===== config.mk =====
export PLATFORM = sky130hd
export DESIGN_NAME = wtv_ram
export DESIGN_NICKNAME = d
export VERILOG_FILES = /design/src/windowed_trade_vwap_macros.svh /design/src/wtv_ram.sv
export SDC_FILE = /design/constraint.sdc
export NUM_CORES = 2
export LEC_CHECK = 0
export BUFFER_PORTS_ARGS = -buffer_cell sky130_fd_sc_hd__buf_2
export CORE_MARGIN = 5
export CORE_UTILIZATION = 50
export CTS_BUF_LIST = sky130_fd_sc_hd__clkbuf_4 sky130_fd_sc_hd__clkbuf_8
export DETAILED_ROUTE_END_ITERATION = 6
export PLACE_DENSITY = 0.8
export RECOVER_POWER = 25
export REMOVE_ABC_BUFFERS = 1
export SLEW_MARGIN = 40
export SYNTH_ARGS = -nofsm -noshare
export SYNTH_HDL_FRONTEND = slang
export SYNTH_SLANG_ARGS = --single-unit

===== constraint.sdc =====
create_clock -name clock -period 2.2 [get_ports clock]
set_clock_uncertainty 0.15 [all_clocks]
set_input_delay 0.11 -clock clock [delete_from_list [all_inputs] [get_ports clock]]
set_output_delay 0.11 -clock clock [all_outputs]
set_load 0.01 [all_outputs]

===== src/windowed_trade_vwap_macros.svh =====
// assertion macros shared by the vwap block
// no dependencies
`ifndef WINDOWED_TRADE_VWAP_MACROS_SVH
`define WINDOWED_TRADE_VWAP_MACROS_SVH

// property checked every clock, off during reset
`define WTV_ASSERT_ALWAYS(label, clk, rst, expr, msg) \
   label: assert property (@(posedge clk) disable iff (rst) (expr)) else $error(msg);

// implication checked every clock, off during reset
`define WTV_ASSERT_IMPLY(label, clk, rst, ante, cons, msg) \
   label: assert property (@(posedge clk) disable iff (rst) (ante) |-> (cons)) else $error(msg);

`endif


===== src/wtv_ram.sv =====
// generic single-port-write, single-port-read ram with registered read
// no dependencies
module wtv_ram #(
   parameter int unsigned WIDTH = 8,
   parameter int unsigned DEPTH = 256
) (
   input  logic                     clock,
   input  logic                     wr_en,
   input  logic [$clog2(DEPTH)-1:0] wr_addr,
   input  logic [WIDTH-1:0]         wr_data,
   input  logic [$clog2(DEPTH)-1:0] rd_addr,
   output logic [WIDTH-1:0]         rd_data
);
   logic [WIDTH-1:0] mem_ff [DEPTH];
   logic [WIDTH-1:0] rd_data_ff;

   always_ff @(posedge clock) begin
      if (wr_en) begin
         mem_ff[wr_addr] <= wr_data;
      end
      rd_data_ff <= mem_ff[rd_addr];
   end

   assign rd_data = rd_data_ff;
endmodule


==> results.json <==
{
  "insertion_delay_ns": 1.01,
  "area_growth_pct": 18.0,
  "rsz0062_at_grt": "yes",
  "ios": 34,
  "portBuffers": 33,
  "rows": 146,
  "drtIter0Drc": 6647,
  "yosysWarnings": 0,
  "start_kind": "flip-flop",
  "fin_ws_ns": -0.281,
  "core_area_sq_mm": 0.158,
  "die_h_um": 409,
  "worstPathArrival_ns": 3.16,
  "synth_top_family_by_area": "multiplexers",
  "register_area_sq_mm": 0.0617,
  "failed_checks": "max-capacitance violations, max-slew violations, negative setup slack",
  "worst_pin_slew_ns": 2.18,
  "htree_levels": 5,
  "worstSetupPathType": "reg2reg",
  "grt_pass1_vias": 44300,
  "synth-xor-area-share_pct": 0,
  "clock_path_buffers": 4,
  "drive_gt1_share_pct": 36.1,
  "start_util_pct": 50.2,
  "syn_avg_cell_area_sq_um": 21.3,
  "drv_cap": 5,
  "synth.largest_area_cell": "edfxtp_1",
  "worst-path-max-fanout": 1,
  "fmax_ghz": 0.403,
  "grt_max_degree": 87,
  "seq_area_frac_synth_pct": 77.5,
  "muxShareOfSynthArea_pct": 14.6,
  "hold_viol": 0,
  "grt_pass1_wl_um": 295000,
  "overflow": 0,
  "final_cell_mix": "2048 x edfxtp_1, 648 x buf_4, 455 x mux4_2",
  "firstDrtPassIters": 5,
  "synth.area.top_cells": "edfxtp_1 77%, mux4_2 13%, mux2i_1 1.7%",
  "setup-violations-final": 450,
  "routed_via_density": 6.25,
  "crit_required_ns": 2.88,
  "min_period_ns": 2.48,
  "outcome": "finished, violations left",
  "crit_path_end_kind": "flip-flop",
  "synth_compound_area_share_pct": 3.42,
  "ys_ff_latch": 2056,
  "routabilityCongestion": 0.894,
  "hp-class": "in2reg",
  "routedWlPerCell_um": 29.2,
  "synth-simple-area-share_pct": 2.63,
  "timing_max_transition_violations_final": 341,
  "num-fill-cells": 10400,
  "fin_nets": 4646,
  "cts_tree": "yes",
  "dpl_worst_slack_ns": -1.09,
  "reg2regPathDepth": 6,
  "hold_depth": 8,
  "netlist.area_leader.share_pct": 77.3,
  "wl_um": 202000,
  "num_vias": 43300,
  "post_cts_buffers": 0,
  "drc": 0,
  "leakagePower_nw": 30.8,
  "synth_cells": 3733,
  "relSlewSlack_pct": -45.4,
  "grt_antenna_before_repair": 10,
  "clock_sinks": 2056,
  "final_common_cell": "edfxtp_1",
  "finalCritPeriodShare_pct": 113,
  "dieArea_sq_mm": 0.167,
  "synth_adder_area_share_pct": 0,
  "cts-root-buf": "clkbuf_8",
  "cts_made_buffers": 324,
  "die_w_um": 409,
  "peakVddDrop_v": 0.000613,
  "synthDistinctLibCells": 55,
  "grtUsageTotal_pct": 24.0,
  "p_per_area_mw_per_mm2": 840,
  "total_power_w": 0.0788,
  "clk_pin_slew_ns": 0.06,
  "multi_input_area_sq_mm": 0.0167,
  "netlist_area_sq_mm": 0.0796,
  "hpwl_um": 128000,
  "ant_nets": 0
}
-- state kept, by name (all words and copies together), names as in the netlist --
register  count
mem_ff     2048
rd_data       8
-- worst max-delay path, stage by stage, from the launching register on --
cell and delay, ns:
edfxtp_1 0.38, mux4_2 0.51, mux4_2 0.55, nor2_4 0.13
a2111oi_2 0.07, nor3_4 0.43, nor4_4 0.11
-- worst paths after layout --
check	slack [ns]	to	from
hold reg to reg	0.69	rd_data[5]$_DFF_P_	mem_ff[33][5]$_DFFE_PP_
setup reg to reg	-0.28	rd_data[7]$_DFF_P_	mem_ff[142][7]$_DFFE_PP_
setup / recovery	-0.28	rd_data[7]$_DFF_P_	mem_ff[142][7]$_DFFE_PP_
hold / removal	0.11	rd_data[1]$_DFF_P_	rd_addr[2]
-- what timing repair did --
item | 4_1_cts | 5_1_grt
gates resized for setup | 36 | 16
hold buffers | 32 | 2
endpoints found under the hold margin | 3687 | 500
cloned | 0 | 0
setup endpoints to repair | 8 | 118
pin swaps | 18 | 10
-- synthesized netlist by cell type (all sizes together) --
cell	count
clkinv	1
a31oi	2
o22ai	28
nor3	22
a21boi	1
o221ai	47
nor4	27
o21ai	12
a221oi	14
nand3b	2
dfxtp	8
nand3	34
edfxtp	2048
a211oi	16
nand2b	8
and2	6
buf	122
mux2	1
mux2i	134
a311oi	2
o311ai	1
nor2	282
or3b	1
inv	1
o211ai	10
or2	4
nor2b	31
a22o	8
and3	1
mux4	456
nor4b	1
o32ai	5
nand2	33
a22oi	133
or2b	1
nor3b	1
a2111oi	5
and3b	2
nand4	10
o22a	5
a21oi	96
clkbuf	111
-- stage by stage --
stage          TNS (ns)  instance area [sq um]  utilization, %  hold slack, ns  std cells
3_3_place_gp      -8.72                  87500            55.2           0.400       6341
3_5_place_dp      -7.62                  87500            55.3           0.394       6341
4_1_cts           -4.94                  94100            59.4          0.0231       6917
2_1_floorplan     -3.42                  78100               -          0.0589       3500
5_1_grt          -61.18                  93900            59.3          0.0546       6916
6_report         -45.43                  93900            59.3           0.109       6921
-- cell type report --
cell class	count	area share, %
multi-input cells	1442	17.8
diodes	7	0.0187
well taps	2072	2.76
repair buffers	794	7.24
flip-flops and latches	2056	65.7
clock inverters	125	0.858
inverters	2	0.00800
clock buffers	423	5.61
-- cell families after synthesis --
| logic type | after synthesis |
|---|---|
| AND/OR/NAND/NOR | 466 |
| AO/OA/AOI/OAI | 385 |
| flip-flops | 2056 |
| multiplexers | 591 |
| buffers and inverters | 235 |
-- routing by layer --
metal	up-vias	part of all wire (%)	wire length, um	GRT usage (%)
li1	17500	-	-	-
met1	22100	35	70800	32.3
met2	3067	48	97300	38.0
met3	580	12	24600	5.98
met4	6	4.6	9230	10.1
met5	-	0.019	39	0
-- where the power goes --
group	switching (W)	internal (W)
combinational	0.00274	0.00186
clock	0.0142	0.0167
sequential	0.000102	0.0432
total	0.0171	0.0618
Power figures use the tool's default switching activity.
