`src/windowed_trade_vwap_macros.svh`:
```
// assertion macros shared by the vwap block
// no dependencies
`ifndef WINDOWED_TRADE_VWAP_MACROS_SVH
`define WINDOWED_TRADE_VWAP_MACROS_SVH

// property checked every clock, off during reset
`define WTV_ASSERT_ALWAYS(label, clk, rst, expr, msg) \
   label: assert property (@(posedge clk) disable iff (rst) (expr)) else $error(msg);

// implication checked every clock, off during reset
`define WTV_ASSERT_IMPLY(label, clk, rst, ante, cons, msg) \
   label: assert property (@(posedge clk) disable iff (rst) (ante) |-> (cons)) else $error(msg);

`endif

```
`src/wtv_pkg.sv`:
```
// shared constants and types for the windowed vwap block
// no dependencies
package wtv_pkg;
   localparam int unsigned WindowDepthDefault = 256;
   localparam int unsigned SymbolBitsDefault  = 64;
   localparam int unsigned PriceBitsDefault   = 32;
   localparam int unsigned SymbolFieldBits    = 64;
   localparam int unsigned PriceFieldBits     = 32;
   localparam int unsigned QtyBits            = 24;
   localparam int unsigned CountBits          = 9;
   localparam int unsigned ResultBits         = 32;
   localparam int unsigned WinCfgBits         = 9;
   localparam logic [WinCfgBits-1:0] WinResetValue = 9'd256;

   typedef enum logic {
      CMD_RECORD = 1'b0,
      CMD_QUERY  = 1'b1
   } cmd_type;

   // result kind carried on the result side
   typedef enum logic {
      STATUS_RECORDED = 1'b0,
      STATUS_STATS    = 1'b1
   } status_type;

   // divider handshake between the top level and the divider
   typedef struct packed {
      logic start;
      logic busy;
      logic done;
   } div_ctl_type;
endpackage

```
`src/wtv_div.sv`:
```
// restoring divider, one quotient bit per cycle, result saturated to out width
// depends on wtv_pkg
module wtv_div #(
   parameter int unsigned NUM_BITS = 80,
   parameter int unsigned DEN_BITS = 32,
   parameter int unsigned Q_BITS   = 32
) (
   input  logic                clock,
   input  logic                reset,
   input  logic                start,
   input  logic [NUM_BITS-1:0] numer,
   input  logic [DEN_BITS-1:0] denom,
   output wtv_pkg::div_ctl_type ctl,
   output logic [Q_BITS-1:0]   quot
);
   import wtv_pkg::*;
   localparam int unsigned CntBits = $clog2(NUM_BITS + 1);

   logic [NUM_BITS-1:0] num_ff, num_in;
   logic [DEN_BITS:0]   rem_ff, rem_in;
   logic [NUM_BITS-1:0] q_ff, q_in;
   logic [DEN_BITS-1:0] den_ff, den_in;
   logic [CntBits-1:0]  cnt_ff, cnt_in;
   logic                busy_ff, busy_in, done_ff, done_in;
   logic [DEN_BITS:0]   shifted;
   logic                take;

   always_comb begin
      num_in  = num_ff;
      rem_in  = rem_ff;
      q_in    = q_ff;
      den_in  = den_ff;
      cnt_in  = cnt_ff;
      busy_in = busy_ff;
      done_in = 1'b0;
      shifted = {rem_ff[DEN_BITS-1:0], num_ff[NUM_BITS-1]};
      take    = shifted >= {1'b0, den_ff};
      if (start) begin
         num_in  = numer;
         den_in  = denom;
         rem_in  = '0;
         q_in    = '0;
         cnt_in  = CntBits'(NUM_BITS);
         busy_in = 1'b1;
      end else if (busy_ff) begin
         num_in = num_ff << 1;
         rem_in = take ? shifted - {1'b0, den_ff} : shifted;
         q_in   = {q_ff[NUM_BITS-2:0], take};
         cnt_in = cnt_ff - 1'b1;
         if (cnt_ff == CntBits'(1)) begin
            busy_in = 1'b0;
            done_in = 1'b1;
         end
      end
   end

   always_ff @(posedge clock) begin
      if (reset) begin
         busy_ff <= 1'b0;
         done_ff <= 1'b0;
         cnt_ff  <= '0;
      end else begin
         busy_ff <= busy_in;
         done_ff <= done_in;
         cnt_ff  <= cnt_in;
      end
      num_ff <= num_in;
      rem_ff <= rem_in;
      q_ff   <= q_in;
      den_ff <= den_in;
   end

   // zero divisor gives zero, wide quotient saturates
   always_comb begin
      if (den_ff == '0) begin
         quot = '0;
      end else if (NUM_BITS > Q_BITS && (q_ff >> Q_BITS) != '0) begin
         quot = '1;
      end else begin
         quot = Q_BITS'(q_ff);
      end
   end

   assign ctl.start = start;
   assign ctl.busy  = busy_ff;
   assign ctl.done  = done_ff;
endmodule

```
`config.mk`:
```
export PLATFORM = sky130hd
export DESIGN_NAME = wtv_div
export DESIGN_NICKNAME = d
export VERILOG_FILES = /design/src/windowed_trade_vwap_macros.svh /design/src/wtv_pkg.sv /design/src/wtv_div.sv
export SDC_FILE = /design/constraint.sdc
export NUM_CORES = 1
export LEC_CHECK = 0
export ABC_AREA = 1
export BUFFER_PORTS_ARGS = -buffer_cell sky130_fd_sc_hd__buf_2
export CAP_MARGIN = 10
export CORE_MARGIN = 1
export CORE_UTILIZATION = 56
export DETAILED_ROUTE_END_ITERATION = 10
export GPL_ROUTABILITY_DRIVEN = 1
export PLACE_DENSITY_LB_ADDON = 0.15
export SLEW_MARGIN = 15
export SYNTH_ARGS = -nofsm -noshare
export SYNTH_HDL_FRONTEND = slang
export SYNTH_SLANG_ARGS = --single-unit
export TNS_END_PERCENT = 20
```
`constraint.sdc`:
```
create_clock -name clock -period 3.91 [get_ports clock]
set_input_delay 0.1955 -clock clock [delete_from_list [all_inputs] [get_ports clock]]
set_output_delay 0.1955 -clock clock [all_outputs]
set_load 0.02 [all_outputs]
```
==> impl_metrics.prom <==
# TYPE chip_impl_metric gauge
chip_impl_metric{name="powerDensity",unit="nW/um2"} 383
chip_impl_info{name="setup.worst_path.start",value="den_ff[8]"} 1
chip_impl_metric{name="tns",unit="ns"} 0
chip_impl_info{name="mostFrequentLayoutCells",value="563 x nand2_1, 285 x inv_1, 148 x buf_2, 121 x dfxtp_1, 118 x nand3_1"} 1
chip_impl_metric{name="fill_cells",unit=""} 1650
chip_impl_metric{name="placeableCoreArea",unit="um2"} 21000
chip_impl_metric{name="critPathMaxFanout",unit=""} 39
chip_impl_metric{name="residual_antenna_violating_net_count_after_detailed_routing",unit=""} 0
chip_impl_info{name="synth_top_cells_by_area",value="edfxtp_1 28%, dfxtp_1 20%, nand2_1 18%"} 1
chip_impl_info{name="library_cell_with_the_largest_summed_area_after_synthesis",value="edfxtp_1"} 1
chip_impl_info{name="start_kind",value="flop"} 1
chip_impl_info{name="cp_slowest_cell",value="nand2_2"} 1
chip_impl_metric{name="drt_iter0_markers",unit=""} 811
chip_impl_metric{name="grt_max_degree",unit=""} 159
chip_impl_info{name="postSynth.topFlopCell",value="dfxtp_1"} 1
chip_impl_metric{name="flow.area_growth_from_synthesis",unit="%"} 23.7
chip_impl_metric{name="yosys_warnings",unit=""} 0
chip_impl_metric{name="die_h",unit="um"} 149
chip_impl_metric{name="clk_pin_slew",unit="ns"} 0.06
chip_impl_info{name="worstReg2RegStart",value="den_ff[8]"} 1
chip_impl_info{name="timing.critical_path.max_delay_family",value="simple AND/OR/NAND/NOR gates"} 1
chip_impl_metric{name="wl_per_cell",unit="um"} 15.5
chip_impl_metric{name="crit_path_max_incr_delay",unit="ns"} 0.45
chip_impl_metric{name="cp_data_arrival_time",unit="ns"} 3.33
chip_impl_metric{name="first_pass_iters",unit=""} 6
chip_impl_metric{name="synthArstFlopShare",unit="%"} 0
chip_impl_metric{name="groute.usage.overall",unit="%"} 30.3
chip_impl_metric{name="initial_utilization",unit="%"} 57.3
chip_impl_metric{name="antenna_found_initial",unit=""} 0
chip_impl_info{name="outcome",value="completed"} 1
chip_impl_metric{name="post-route-period-util",unit="%"} 74.7
chip_impl_metric{name="finish.net_count",unit=""} 1983
chip_impl_metric{name="finalWirelength",unit="um"} 32900
chip_impl_metric{name="reg2reg_setup_slack",unit="ns"} 0.99
chip_impl_metric{name="place_hpwl",unit="um"} 20600
chip_impl_metric{name="synthDistinctLibCells",unit=""} 43
chip_impl_info{name="min-delay-path-class",value="primary input to flop"} 1
chip_impl_metric{name="avgViaCountPerCell",unit=""} 5.19
chip_impl_metric{name="drc",unit=""} 0
chip_impl_metric{name="cp.required",unit="ns"} 4.32
chip_impl_info{name="critPathCaptureType",value="flop"} 1
chip_impl_metric{name="number_of_buffers_inserted_during_clock_tree_synthesis",unit=""} 25
chip_impl_metric{name="slew_headroom",unit="%"} 33.0
chip_impl_metric{name="min_clock_period_post_route",unit="ns"} 2.92
chip_impl_metric{name="floorplan.rows",unit=""} 53
chip_impl_info{name="critical_path.cell_chain",value="inv_1 > ha_1 > nand2_2 > inv_2 > a21oi_2 > nand3_2 > nand2_2 > nand2_2 > nand2_2 > nand2_4 > or2_1 > nand3_1 > nand2_1"} 1
chip_impl_metric{name="design.portCount",unit=""} 150
chip_impl_metric{name="drv.max_cap_violation_count",unit=""} 0
chip_impl_metric{name="insertion_delay",unit="ns"} 0.53
chip_impl_metric{name="portBuffers",unit=""} 149
chip_impl_metric{name="synth_enable_flop_cells",unit=""} 112
chip_impl_info{name="crit_type",value="flop to flop"} 1
chip_impl_metric{name="multiInputGateArea",unit="um2"} 4860
chip_impl_metric{name="synth.avg_cell_area",unit="um2"} 7.53
chip_impl_metric{name="clock_h_tree_levels",unit=""} 1
chip_impl_metric{name="ir_drop",unit="V"} 0.000372
chip_impl_metric{name="final_core_util",unit="%"} 70.9
chip_impl_info{name="cts_root_buf",value="clkbuf_16"} 1
chip_impl_metric{name="post_cts.repair.setup_buffers",unit=""} 0
chip_impl_metric{name="drive_above_1_share",unit="%"} 12.5
chip_impl_metric{name="netlist_instances",unit=""} 1599
chip_impl_metric{name="clock_path_buffers",unit=""} 3
chip_impl_metric{name="sequential_area_share_after_synthesis",unit="%"} 48.1
chip_impl_metric{name="die-area",unit="um2"} 22100
chip_impl_info{name="timing.hold.worst.start",value="numer[27]"} 1
chip_impl_metric{name="r2r_cell_count",unit=""} 13
chip_impl_metric{name="tritoncts_num_sinks",unit=""} 233
chip_impl_metric{name="grt_pass1_vias",unit=""} 10949
chip_impl_info{name="timing.critical_path.to",value="rem_ff[27]"} 1
chip_impl_metric{name="worst-path-stages",unit=""} 13
chip_impl_metric{name="clock-skew-final",unit="ns"} 0.0146
chip_impl_metric{name="antenna_cells_inserted",unit=""} 0
chip_impl_metric{name="timing_max_transition_violations_final",unit=""} 0
chip_impl_metric{name="register_area",unit="um2"} 5790
chip_impl_metric{name="cellLeakagePower",unit="nW"} 7.61
chip_impl_metric{name="floorplan.die.width",unit="um"} 149
chip_impl_metric{name="vias",unit=""} 11042
chip_impl_metric{name="syn_nets",unit=""} 1749
chip_impl_metric{name="finalHoldViolations",unit=""} 0
chip_impl_metric{name="grt-ovfl-total",unit=""} 0
chip_impl_info{name="worstReg2RegEnd",value="rem_ff[27]"} 1
chip_impl_info{name="final_common_cell",value="nand2_1"} 1
chip_impl_metric{name="global_route_wire_length_before_repair",unit="um"} 53100
chip_impl_metric{name="critical_path.n_buffers_inverters",unit=""} 2
chip_impl_metric{name="register_bit_total_from_synthesis",unit=""} 233
chip_impl_metric{name="f_max",unit="MHz"} 343
chip_impl_info{name="cts_tree",value="done"} 1
chip_impl_metric{name="setup-violations-final",unit=""} 0
chip_impl_metric{name="tightestPinTransition",unit="ns"} 1.01
chip_impl_info{name="worst_path_most_repeated_cell",value="nand2_2"} 1
chip_impl_info{name="grt_setup_unrepaired",value="false"} 1
chip_impl_metric{name="synth_top_area_share",unit="%"} 27.9
chip_impl_metric{name="globalplace.congestion",unit=""} 0.950
chip_impl_metric{name="syn-cell-area",unit="um2"} 12000
[registers in the layout, summed over array words and instances (netlist names)]
| name | count |
|---|---|
| num_ff | 80 |
| q_ff | 80 |
| den_ff | 32 |
| rem_ff | 32 |
| cnt_ff | 7 |
| busy_ff | 1 |
| done_ff | 1 |
[cell type report]
type / instances / share of cell area (%)
flip-flops and latches: 233 / 38.8
multi-input cells: 1007 / 32.7
repair buffers: 273 / 13.2
inverters: 293 / 7.40
clock buffers: 37 / 4.99
well taps: 275 / 2.31
clock inverters: 9 / 0.563
[synth_stat cells, types with 2 or more instances]
library cell	count
a21oi_1	20
a21oi_2	2
buf_1	4
buf_2	7
buf_4	6
clkbuf_1	47
dfxtp_1	121
edfxtp_1	112
ha_1	34
inv_1	286
inv_2	6
nand2_1	563
nand2_2	6
nand3_1	118
nand3_2	3
nand3b_1	3
nand4_1	36
nor2_1	58
nor2_2	5
nor2_4	2
nor3_1	14
nor3_2	2
nor3b_1	2
nor4_1	12
o211ai_1	2
o21ai_0	11
o21ai_1	5
o21bai_1	4
o22ai_1	78
or2_1	3
or2_2	2
xor2_1	14
[where the power goes]
| group | internal, mW | switching, mW |
|---|---|---|
| Combinational | 0.231 | 0.352 |
| Clock | 1.39 | 0.980 |
| Sequential | 2.71 | 0.0471 |
[repair_timing]
action,4_1_cts,5_1_grt
hold buffers,112,0
hold endpoints to repair,114,0
gates resized for setup,0,0
[cells by family after synthesis]
kind of cell / share of synthesized area, %
flops: 48.1
simple gates: 29.3
fa+ha+maj: 3.70
xor+xnor: 1.09
buf+inv: 11.6
compound gates: 6.25
[tightest hold or removal path, delay by kind of cell]
| family | cells | cell delay (ns) |
|---|---|---|
| buf+inv | 1 | 0.09 |
| simple gates | 2 | 0.17 |
[worst min path at each step]
stage | end | depth (start not counted)
floorplan | busy_ff | 1
global placement | den_ff[6] | 1
CTS | num_ff[27] | 3
finish | num_ff[27] | 3
detailed placement | den_ff[4] | 1
global route | num_ff[27] | 3
[metal layers]
metal	track usage (%)	vias up	part of all wire (%)
met2	53.5	385	50
met1	37.2	5029	41
met3	4.60	74	6.0
met4	11.1	0	3.0
met5	0	-	0
li1	-	5554	-
[metrics by stage]
stage / hold slack [ns] / std cells / total power, mW / cell area [um2] / setup WS (ns)
2_1_floorplan: 0.265 / 1599 / 3.10 / 12000 / 0.365
3_3_place_gp: 0.372 / 1969 / 3.26 / 12900 / 1.16
3_5_place_dp: 0.374 / 1969 / 3.27 / 12900 / 1.09
4_1_cts: 0.00254 / 2127 / 5.71 / 14900 / 1.06
5_1_grt: 0.0390 / 2127 / 5.91 / 14900 / 0.772
6_report: 0.0420 / 2127 / 5.71 / 14900 / 0.991
Power figures use the tool's default switching activity.
